[src/assert_macros.svh]
// Assertion shorthands shared by the filter's modules. Each macro checks on the
// rising edge of i_clk and is switched off while i_rst_n is low.
`ifndef ASSERT_MACROS_SVH
`define ASSERT_MACROS_SVH

// Same-cycle implication.
`define BNF_ASSERT_IMPL(label, ante, cons, msg) \
    label: assert property (@(posedge i_clk) disable iff (!i_rst_n) (ante) |-> (cons)) \
        else $error(msg);

// Next-cycle implication.
`define BNF_ASSERT_NEXT(label, ante, cons, msg) \
    label: assert property (@(posedge i_clk) disable iff (!i_rst_n) (ante) |=> (cons)) \
        else $error(msg);

`endif

[src/bnf_pkg.sv]
`default_nettype none

package bnf_pkg;

    localparam int COEF_W   = 24;
    localparam int SAMPLE_W = 14;
    localparam int Y_W      = 32;
    localparam int CODE_W   = 12;
    localparam int ADDR_W   = 5;
    localparam int DATA_W   = 32;
    localparam int IDX_W    = 3;

    typedef logic signed [COEF_W-1:0] t_coef;

    // Coefficient set handed from the register file to the datapath.
    typedef struct packed {
        t_coef b2;
        t_coef b1;
        t_coef b0;
        t_coef a1;
        t_coef a0;
    } t_coefs;

    // Register indexes (byte address divided by four).
    localparam logic [IDX_W-1:0] REG_B2 = 3'd0;
    localparam logic [IDX_W-1:0] REG_B1 = 3'd1;
    localparam logic [IDX_W-1:0] REG_B0 = 3'd2;
    localparam logic [IDX_W-1:0] REG_A1 = 3'd3;
    localparam logic [IDX_W-1:0] REG_A0 = 3'd4;

    // Reset coefficients give a notch (Q3.20).
    localparam t_coef B2_RESET = 24'sh100000;   //  1.0
    localparam t_coef B1_RESET = 24'shE08F5C;   // -1.965
    localparam t_coef B0_RESET = 24'sh0FFF97;   //  0.9999
    localparam t_coef A1_RESET = 24'shE0B852;   // -1.955
    localparam t_coef A0_RESET = 24'sh0FD70A;   //  0.99

    localparam logic signed [Y_W-1:0] Y_MAX = 32'sh7FFF_FFFF;
    localparam logic signed [Y_W-1:0] Y_MIN = 32'sh8000_0000;

    localparam logic [CODE_W-1:0] CODE_MIN = 12'h000;
    localparam logic [CODE_W-1:0] CODE_MAX = 12'hFFF;

endpackage

`default_nettype wire

[src/bnf_regs.sv]
`default_nettype none

module bnf_regs
    import bnf_pkg::*;
(
    input  wire logic              i_clk,
    input  wire logic              i_rst_n,
    input  wire logic              psel,
    input  wire logic              penable,
    input  wire logic              pwrite,
    input  wire logic [ADDR_W-1:0] paddr,
    input  wire logic [DATA_W-1:0] pwdata,
    output      logic [DATA_W-1:0] prdata,
    output      logic              pready,
    output      t_coefs            o_coefs
);

    t_coefs             r_coefs;
    t_coefs             n_coefs;
    logic [IDX_W-1:0]   w_idx;
    logic               w_wr;
    t_coef              w_rd;

    assign w_idx  = paddr[ADDR_W-1:2];
    assign w_wr   = psel && penable && pwrite;
    assign pready = 1'b1;

    always_comb begin
        n_coefs = r_coefs;
        if (w_wr) begin
            unique case (w_idx)
                REG_B2:  n_coefs.b2 = pwdata[COEF_W-1:0];
                REG_B1:  n_coefs.b1 = pwdata[COEF_W-1:0];
                REG_B0:  n_coefs.b0 = pwdata[COEF_W-1:0];
                REG_A1:  n_coefs.a1 = pwdata[COEF_W-1:0];
                REG_A0:  n_coefs.a0 = pwdata[COEF_W-1:0];
                default: n_coefs    = r_coefs;
            endcase
        end
    end

    always_ff @(posedge i_clk) begin
        if (!i_rst_n) begin
            r_coefs.b2 <= B2_RESET;
            r_coefs.b1 <= B1_RESET;
            r_coefs.b0 <= B0_RESET;
            r_coefs.a1 <= A1_RESET;
            r_coefs.a0 <= A0_RESET;
        end else begin
            r_coefs <= n_coefs;
        end
    end

    // Reads return the coefficient sign-extended to the bus width.
    always_comb begin
        unique case (w_idx)
            REG_B2:  w_rd = r_coefs.b2;
            REG_B1:  w_rd = r_coefs.b1;
            REG_B0:  w_rd = r_coefs.b0;
            REG_A1:  w_rd = r_coefs.a1;
            REG_A0:  w_rd = r_coefs.a0;
            default: w_rd = '0;
        endcase
    end

    assign prdata  = DATA_W'(w_rd);
    assign o_coefs = r_coefs;

endmodule

`default_nettype wire

[config.mk]
export PLATFORM = sky130hd
export DESIGN_NAME = bnf_regs
export DESIGN_NICKNAME = d
export VERILOG_FILES = /design/src/assert_macros.svh /design/src/bnf_pkg.sv /design/src/bnf_regs.sv
export SDC_FILE = /design/constraint.sdc
export NUM_CORES = 1
export LEC_CHECK = 0
export BUFFER_PORTS_ARGS = -buffer_cell sky130_fd_sc_hd__buf_2
export CORE_MARGIN = 3
export CORE_UTILIZATION = 26
export DETAILED_ROUTE_END_ITERATION = 8
export SYNTH_ARGS = -nofsm -noshare
export SYNTH_HDL_FRONTEND = slang
export SYNTH_SLANG_ARGS = --single-unit
[constraint.sdc]
create_clock -name i_clk -period 3 [get_ports i_clk]
set_input_delay 0.9 -clock i_clk [delete_from_list [all_inputs] [get_ports i_clk]]
set_output_delay 0.9 -clock i_clk [all_outputs]
set_load 0.005 [all_outputs]
==> out/metrics.csv, run 1 <==
metric,value,unit
initial DRC count,150,
Final nets,800,
capturing element of the worst setup path,prdata[11],
required time reported for the critical path endpoint,2.10,ns
cell area after technology mapping,5500,um2
number of top-level pins,195,
clock network fraction of total power,52.0,%
total design power,4.11,mW
CTS Sinks,120,
clock tree from TritonCTS,built,
sort of element at the start of the critical path,input port,
post-detailed-route DRC marker count,0,
number of global-route vias before repair,4600,
setup slack of the critical path after layout,0.0431,ns
core outline area,20500,um2
count of final max-slew check failures,0,
RePlAce Congestion,0.754,
number of placement rows,52,
Hold Crit Class,reg -> reg,
type of element capturing the critical path,output pin,
Max Cap Viol,0,
largest stage delay on the critical path,0.27,ns
average vias per placed instance,4.69,
number of flip-flops under the largest register name,120,
cell accounting for the most synthesized area,sky130_fd_sc_hd__dfxtp_1,
shortest period the worst path allows,2.96,ns
CP Launch Point,paddr[3],
Comb pwr share,8.6,%
result of the run,"finished, final reports clean",
count of cell instances traversed by the critical path,8,
slack of the worst reg-to-reg path,2.31,ns
master of the slowest instance on the critical path,sky130_fd_sc_hd__nor3b_4,
total half-perimeter wirelength after legalization and detailed placement,12.9,mm
proportion of register bits with asynchronous set or reset after synthesis,0,%
largest net degree at the start of global routing,67,
share of total power in sequential cells,39.4,%
area growth from synthesis to final layout,40.6,%
"top cells by area, synth","sky130_fd_sc_hd__dfxtp_1, sky130_fd_sc_hd__mux2i_1, sky130_fd_sc_hd__nand2_1",
most used cell along the critical path,sky130_fd_sc_hd__buf_6,
total power density per cell area,531,nW/um2
reg-to-reg endpoint,o_coefs[3]$_SDFFE_PN1P_,
share of the clock period used by the worst path after layout,98.6,%
internal portion of total power,3.18,mW
prevailing post-synth register cell,sky130_fd_sc_hd__dfxtp_1,
overall global routing resource usage,16.0,%
non-filler instance count after layout,1041,
buffer cell driving the clock tree root,sky130_fd_sc_hd__clkbuf_16,
number of antenna violations at the first check in global routing,0,
switching power summed over all nets,0.929,mW
"FF+latch count, synth",120,
number of buffers inserted during clock tree synthesis,17,
routed via count,4887,
wire length reported by the detailed router,18.7,mm
timing-limited maximum frequency,0.338,GHz
total of buffers placed on input and output ports,183,
final count of negative-setup-slack endpoints,0,
cell total after placement,999,
"Hold-fix buffers, CTS",0,
Sw Ratio,22.6,%
share of the core filled with cells in the final layout,37.7,%
post-DR wirelength/cell,18.0,um
P_leak,3.66,nW
Critical Setup Path Class,in -> out,
proportion of synthesized chip area in sequential cells,43.7,%
final number of hold-violating endpoints,0,
Filler Cell Count,2100,
grt total ovfl,0,
multi-input logic area,2890,um2
Post-synth EDFFs,0,
cells along the critical path,"buf_8, buf_12, nor3b_4, buf_6, buf_6, o2bb2ai_1, a221o_1, buf_2",
Max VDD drop,0.000379,V
average cell area after synthesis,9.67,um2
minimum setup slack after placement,-0.110,ns
Post-Syn Nets,611,
first-pass GRT wire length,27.3,mm
proportion of netlist area held by the largest area contributor,43.7,%
skew final,0,ns
critical register-to-register path startpoint,o_coefs[3]$_SDFFE_PN1P_,
number of buffers and inverters on the critical path,5,
cell family with the largest share of critical-path delay,buffers and inverters,
Die Span X,151,um
Longest Clk Path Bufs,2,
data arrival time of the critical path,2.06,ns
CTS H-Tree Depth,4,
setup TNS after final layout,0,ns
effective utilization at floorplan,26.8,%
clock-pin slew reported for the worst setup and hold paths after clock tree synthesis,0.05,ns
count of mapped cells out of synthesis,569,
Detailed Routing Iterations Pass 1,4,
number of warnings issued by yosys,0,
Crit Path Max Fanout,5,
die height,151,um
Detail Route Antenna Nets,0,
Die Outline Area,22900,um2
worst reg2reg path depth,2,
fraction of final layout cells sized beyond drive strength 1,36.0,%
Yosys cell types,31,
clock latency at the later pin of the worst-skew pair,0.42,ns
total area of sequential cells,2400,um2
per-layer routing:
metal	vias up	routed length, um	track usage, %	share of wire (%)
met5	-	0	0	0
met4	0	212	4.85	1.1
met3	14	1020	4.13	5.4
met2	129	8920	26.1	48
met1	2374	8570	20.8	46
li1	2370	-	-	-
cell usage in the layout (no fill, tap or decap), types with 12 or more instances in the layout:
cell type                   count
sky130_fd_sc_hd__a221o_1       22
sky130_fd_sc_hd__buf_2        180
sky130_fd_sc_hd__buf_4         27
sky130_fd_sc_hd__clkbuf_16     17
sky130_fd_sc_hd__dfxtp_1      120
sky130_fd_sc_hd__inv_1         19
sky130_fd_sc_hd__mux2i_1      122
sky130_fd_sc_hd__nand2_1       94
sky130_fd_sc_hd__nor2b_1       52
sky130_fd_sc_hd__o211ai_1      19
sky130_fd_sc_hd__o2bb2ai_1     12
cell families (layout without fill, tap and decap cells):
logic type      count (synthesis)  count (layout)  share of synthesized area (%)
buf+inv                        75             276                           6.23
compound gates                 85              85                           12.4
flops                         120             120                           43.7
other cells                     1               2                         0.0681
simple gates                  163             163                           14.9
mux                           125             125                           22.8
power groups by stage:
stage	combinational, mW	clock [mW]	sequential (mW)
floorplan	0.176	0	1.65
global placement	0.318	0	1.65
detailed placement	0.320	0	1.65
CTS	0.335	2.17	1.62
global route	0.383	2.25	1.62
finish	0.353	2.14	1.62
timing repair:
action,in CTS,in global routing
pin swaps,0,1
buffers inserted,3,5
setup endpoints to repair,27,23
resized for setup,8,32
cloned,0,2
area by class of cell:
cell class	count	share of cell area, %
Multi-Input combinational cell	374	37.3
Sequential cell	120	31.1
Timing Repair Buffer	226	18.3
Clock buffer	24	6.49
Tap cell	270	4.37
Clock inverter	7	1.49
Inverter	19	0.922
Antenna cell	1	0.0324
metrics by stage:
stage               cell area [um2]  hold slack [ns]
finish                         7730            0.472
floorplan                      5510            0.463
CTS                            7540            0.474
global placement               6830            0.460
global route                   7730            0.496
detailed placement             6830            0.462
tightest hold or removal path, stage by stage (launching register included):
cell	delay, ns
sky130_fd_sc_hd__dfxtp_1	0.31
sky130_fd_sc_hd__nand2_1	0.06
sky130_fd_sc_hd__mux2i_1	0.05
synthesized netlist by cell type (2+ instances only):
| master | instances |
|---|---|
| sky130_fd_sc_hd__clkbuf_1 | 28 |
| sky130_fd_sc_hd__a221o_1 | 23 |
| sky130_fd_sc_hd__o211ai_1 | 19 |
| sky130_fd_sc_hd__o2bb2ai_1 | 23 |
| sky130_fd_sc_hd__buf_1 | 3 |
| sky130_fd_sc_hd__mux2i_1 | 124 |
| sky130_fd_sc_hd__buf_4 | 12 |
| sky130_fd_sc_hd__buf_2 | 13 |
| sky130_fd_sc_hd__nand2b_1 | 3 |
| sky130_fd_sc_hd__nor2b_1 | 52 |
| sky130_fd_sc_hd__inv_1 | 19 |
| sky130_fd_sc_hd__o21ai_1 | 10 |
| sky130_fd_sc_hd__o21ai_0 | 7 |
| sky130_fd_sc_hd__nor2_1 | 3 |
| sky130_fd_sc_hd__nand4b_1 | 2 |
| sky130_fd_sc_hd__nand2_1 | 94 |
| sky130_fd_sc_hd__dfxtp_1 | 120 |
worst min path at each step:
stage	startpoint	end	slack, ns	depth (start not counted)
2_1_floorplan	o_coefs[72]$_SDFFE_PN0P_	o_coefs[72]$_SDFFE_PN0P_	0.46	2
3_3_place_gp	o_coefs[79]$_SDFFE_PN0P_	o_coefs[79]$_SDFFE_PN0P_	0.46	2
3_5_place_dp	o_coefs[84]$_SDFFE_PN0P_	o_coefs[84]$_SDFFE_PN0P_	0.46	2
4_1_cts	o_coefs[84]$_SDFFE_PN0P_	o_coefs[84]$_SDFFE_PN0P_	0.47	2
5_1_grt	o_coefs[72]$_SDFFE_PN0P_	o_coefs[72]$_SDFFE_PN0P_	0.50	2
6_report	o_coefs[111]$_SDFFE_PN0P_	o_coefs[111]$_SDFFE_PN0P_	0.47	2
No activity file was read; power rests on OpenSTA's default activity.
==> inputs of run 2 (changes only) <==
--- a/config.mk
+++ b/config.mk
@@ -7,8 +7,9 @@
 export LEC_CHECK = 0
 export BUFFER_PORTS_ARGS = -buffer_cell sky130_fd_sc_hd__buf_2
 export CORE_MARGIN = 3
-export CORE_UTILIZATION = 26
+export CORE_UTILIZATION = 45
 export DETAILED_ROUTE_END_ITERATION = 8
+export PLACE_DENSITY = 0.76
 export SYNTH_ARGS = -nofsm -noshare
 export SYNTH_HDL_FRONTEND = slang
 export SYNTH_SLANG_ARGS = --single-unit
==> out/metrics.csv, run 2 (same netlist as run 1, synthesis figures left out) <==
metric,value,unit,change
share of the clock period used by the worst path after layout,98.7,%,+0.13 points
number of placement rows,39,,-25%
Slew HR,43.5,%,
Longest Clk Path Bufs,2,,unchanged
first-pass GRT wire length,26.5,mm,-3.0%
Max VDD drop,0.000281,V,-26%
initial DRC count,360,,+140%
clock network fraction of total power,53.3,%,+1.3 points
clock tree from TritonCTS,built,,
Die Span X,117,um,-23%
Placed Instance Area,6650,um2,-2.7%
final number of hold-violating endpoints,0,,unchanged
total power density per cell area,563,nW/um2,+6.0%
internal portion of total power,3.23,mW,+1.4%
Hold Crit Class,reg -> reg,,
type of element capturing the critical path,output pin,,
skew final,0,ns,unchanged
average vias per placed instance,5.53,,+18%
Detailed Routing Iterations Pass 1,5,,+1
share of total power in sequential cells,39.0,%,-0.4 points
CTS H-Tree Depth,4,,unchanged
largest net degree at the start of global routing,69,,+3.0%
clock-pin slew reported for the worst setup and hold paths after clock tree synthesis,0.05,ns,about the same
required time reported for the critical path endpoint,2.10,ns,about the same
post-DR wirelength/cell,19.3,um,+7.2%
master of the slowest instance on the critical path,sky130_fd_sc_hd__a221o_1,,
area of all placed cells without fillers,7380,um2,-4.6%
Die Outline Area,13600,um2,-41%
die height,117,um,-23%
final count of negative-setup-slack endpoints,0,,unchanged
total area of sequential cells,2400,um2,unchanged
total half-perimeter wirelength after legalization and detailed placement,12.2,mm,-4.7%
setup TNS after final layout,0,ns,unchanged
overall global routing resource usage,25.3,%,+9.3 points
fraction of final layout cells sized beyond drive strength 1,34.5,%,-1.5 points
number of antenna violations at the first check in global routing,0,,unchanged
"Hold-fix buffers, CTS",0,,unchanged
cell family with the largest share of critical-path delay,buffers and inverters,,
switching power summed over all nets,0.930,mW,about the same
wire length reported by the detailed router,17.5,mm,-6.4%
post-detailed-route DRC marker count,0,,unchanged
grt total ovfl,0,,unchanged
Max Cap Viol,0,,unchanged
timing-limited maximum frequency,0.338,GHz,-0.13%
cells along the critical path,"buf_4, nor3b_4, buf_4, buf_4, o2bb2ai_1, a221o_1, buf_2",,
number of flip-flops under the largest register name,120,,unchanged
P_leak,3.59,nW,-2.0%
clock latency at the later pin of the worst-skew pair,0.41,ns,about the same
Filler Cell Count,975,,-54%
Critical Setup Path Class,in -> out,,
data arrival time of the critical path,2.06,ns,about the same
number of top-level pins,195,,unchanged
Comb pwr share,7.7,%,-0.9 points
number of global-route vias before repair,5001,,+8.7%
buffer cell driving the clock tree root,sky130_fd_sc_hd__clkbuf_16,,
result of the run,"finished, final reports clean",,
shortest period the worst path allows,2.96,ns,+0.00388 ns
most used cell along the critical path,sky130_fd_sc_hd__buf_4,,
most frequent cells in the layout,"sky130_fd_sc_hd__buf_2, sky130_fd_sc_hd__mux2i_1, sky130_fd_sc_hd__dfxtp_1",,
transition time at the pin with the least slew margin,0.845,ns,
number of buffers inserted during clock tree synthesis,17,,unchanged
Sw Ratio,22.4,%,-0.23 points
count of final max-slew check failures,0,,unchanged
Final nets,795,,-0.63%
"most common cell after layout, fill and taps aside",sky130_fd_sc_hd__buf_2,,
area growth from synthesis to final layout,34.2,%,
multi-input logic area,2800,um2,-3.0%
Final Hold Slack,0.473,ns,+0.00145 ns
sort of element at the start of the critical path,input port,,
total of buffers placed on input and output ports,183,,unchanged
Crit Path Max Fanout,9,,+4
core outline area,11700,um2,-43%
largest stage delay on the critical path,0.27,ns,about the same
RePlAce Congestion,0.876,,+16%
CTS Sinks,120,,unchanged
routed via count,5029,,+2.9%
number of buffers and inverters on the critical path,4,,-1
effective utilization at floorplan,47.2,%,+20 points
Detail Route Antenna Nets,0,,unchanged
antenna fix cells,0,,-1
-- run 2: cell types whose count changed in the layout (fill, tap and decap cells not counted), sizes merged --
cell,change
clkbuf,-2
buf,-6
clkinv,+1
bufinv,+1
clkinvlp,+2
diode,-1
-- run 2: worst paths after layout --
| check | from | to | slack, ns | cells past startpoint |
|---|---|---|---|---|
| max | paddr[4] | prdata[22] | 0.04 | 7 |
| min | o_coefs[41]$_SDFFE_PN0P_ | o_coefs[41]$_SDFFE_PN0P_ | 0.47 | 2 |
| max reg2reg | o_coefs[6]$_SDFFE_PN0P_ | o_coefs[6]$_SDFFE_PN0P_ | 2.30 | 2 |
| min reg2reg | o_coefs[41]$_SDFFE_PN0P_ | o_coefs[41]$_SDFFE_PN0P_ | 0.47 | 2 |
-- run 2: power groups by stage --
stage                     clock network (mW)  logic (mW)  registers (mW)
after floorplan                            0       0.176            1.65
after global placement                     0       0.298            1.65
after detailed placement                   0       0.306            1.65
after CTS                               2.24       0.311            1.62
after global routing                    2.32       0.348            1.62
final                                   2.22       0.321            1.62
-- run 2: repair_timing --
action,4_1_cts,5_1_grt
pin swaps,0,2
buffers inserted,2,3
endpoints found under the setup margin,31,28
gates resized for setup,3,8
cloned,0,1
-- run 2: layer usage --
metal | up-vias | GRT usage, % | part of all wire (%)
met5 | - | 0 | 0
met4 | 0 | 8.87 | 1.8
met3 | 29 | 7.31 | 7.5
met2 | 214 | 42.8 | 49
met1 | 2431 | 30.9 | 42
li1 | 2355 | - | -
-- run 2: worst register-to-register path: cells and delay by family, from the launching register on --
family           cells  cell delay [ns]
AND/OR/NAND/NOR      1             0.08
multiplexers         1             0.18
flip-flops           1             0.37
-- run 2: through the flow --
step	std cells	total power [mW]	worst slack, ns	util, %
final	909	4.16	0.0392	63.3
after global routing	909	4.29	-0.00331	63.3
after CTS	906	4.17	0.00393	62.8
after detailed placement	872	1.96	-0.113	57.0
after global placement	872	1.95	-0.0861	57.0
after floorplan	569	1.83	0.0519	-
-- run 2: cell type report --
| class | instances | share of cell area [%] |
|---|---|---|
| Inverter | 19 | 0.966 |
| Clock buffer | 21 | 6.51 |
| Multi-Input combinational cell | 374 | 37.9 |
| Timing Repair Buffer | 221 | 17.3 |
| Tap cell | 143 | 2.42 |
| Clock inverter | 11 | 2.29 |
| Sequential cell | 120 | 32.5 |
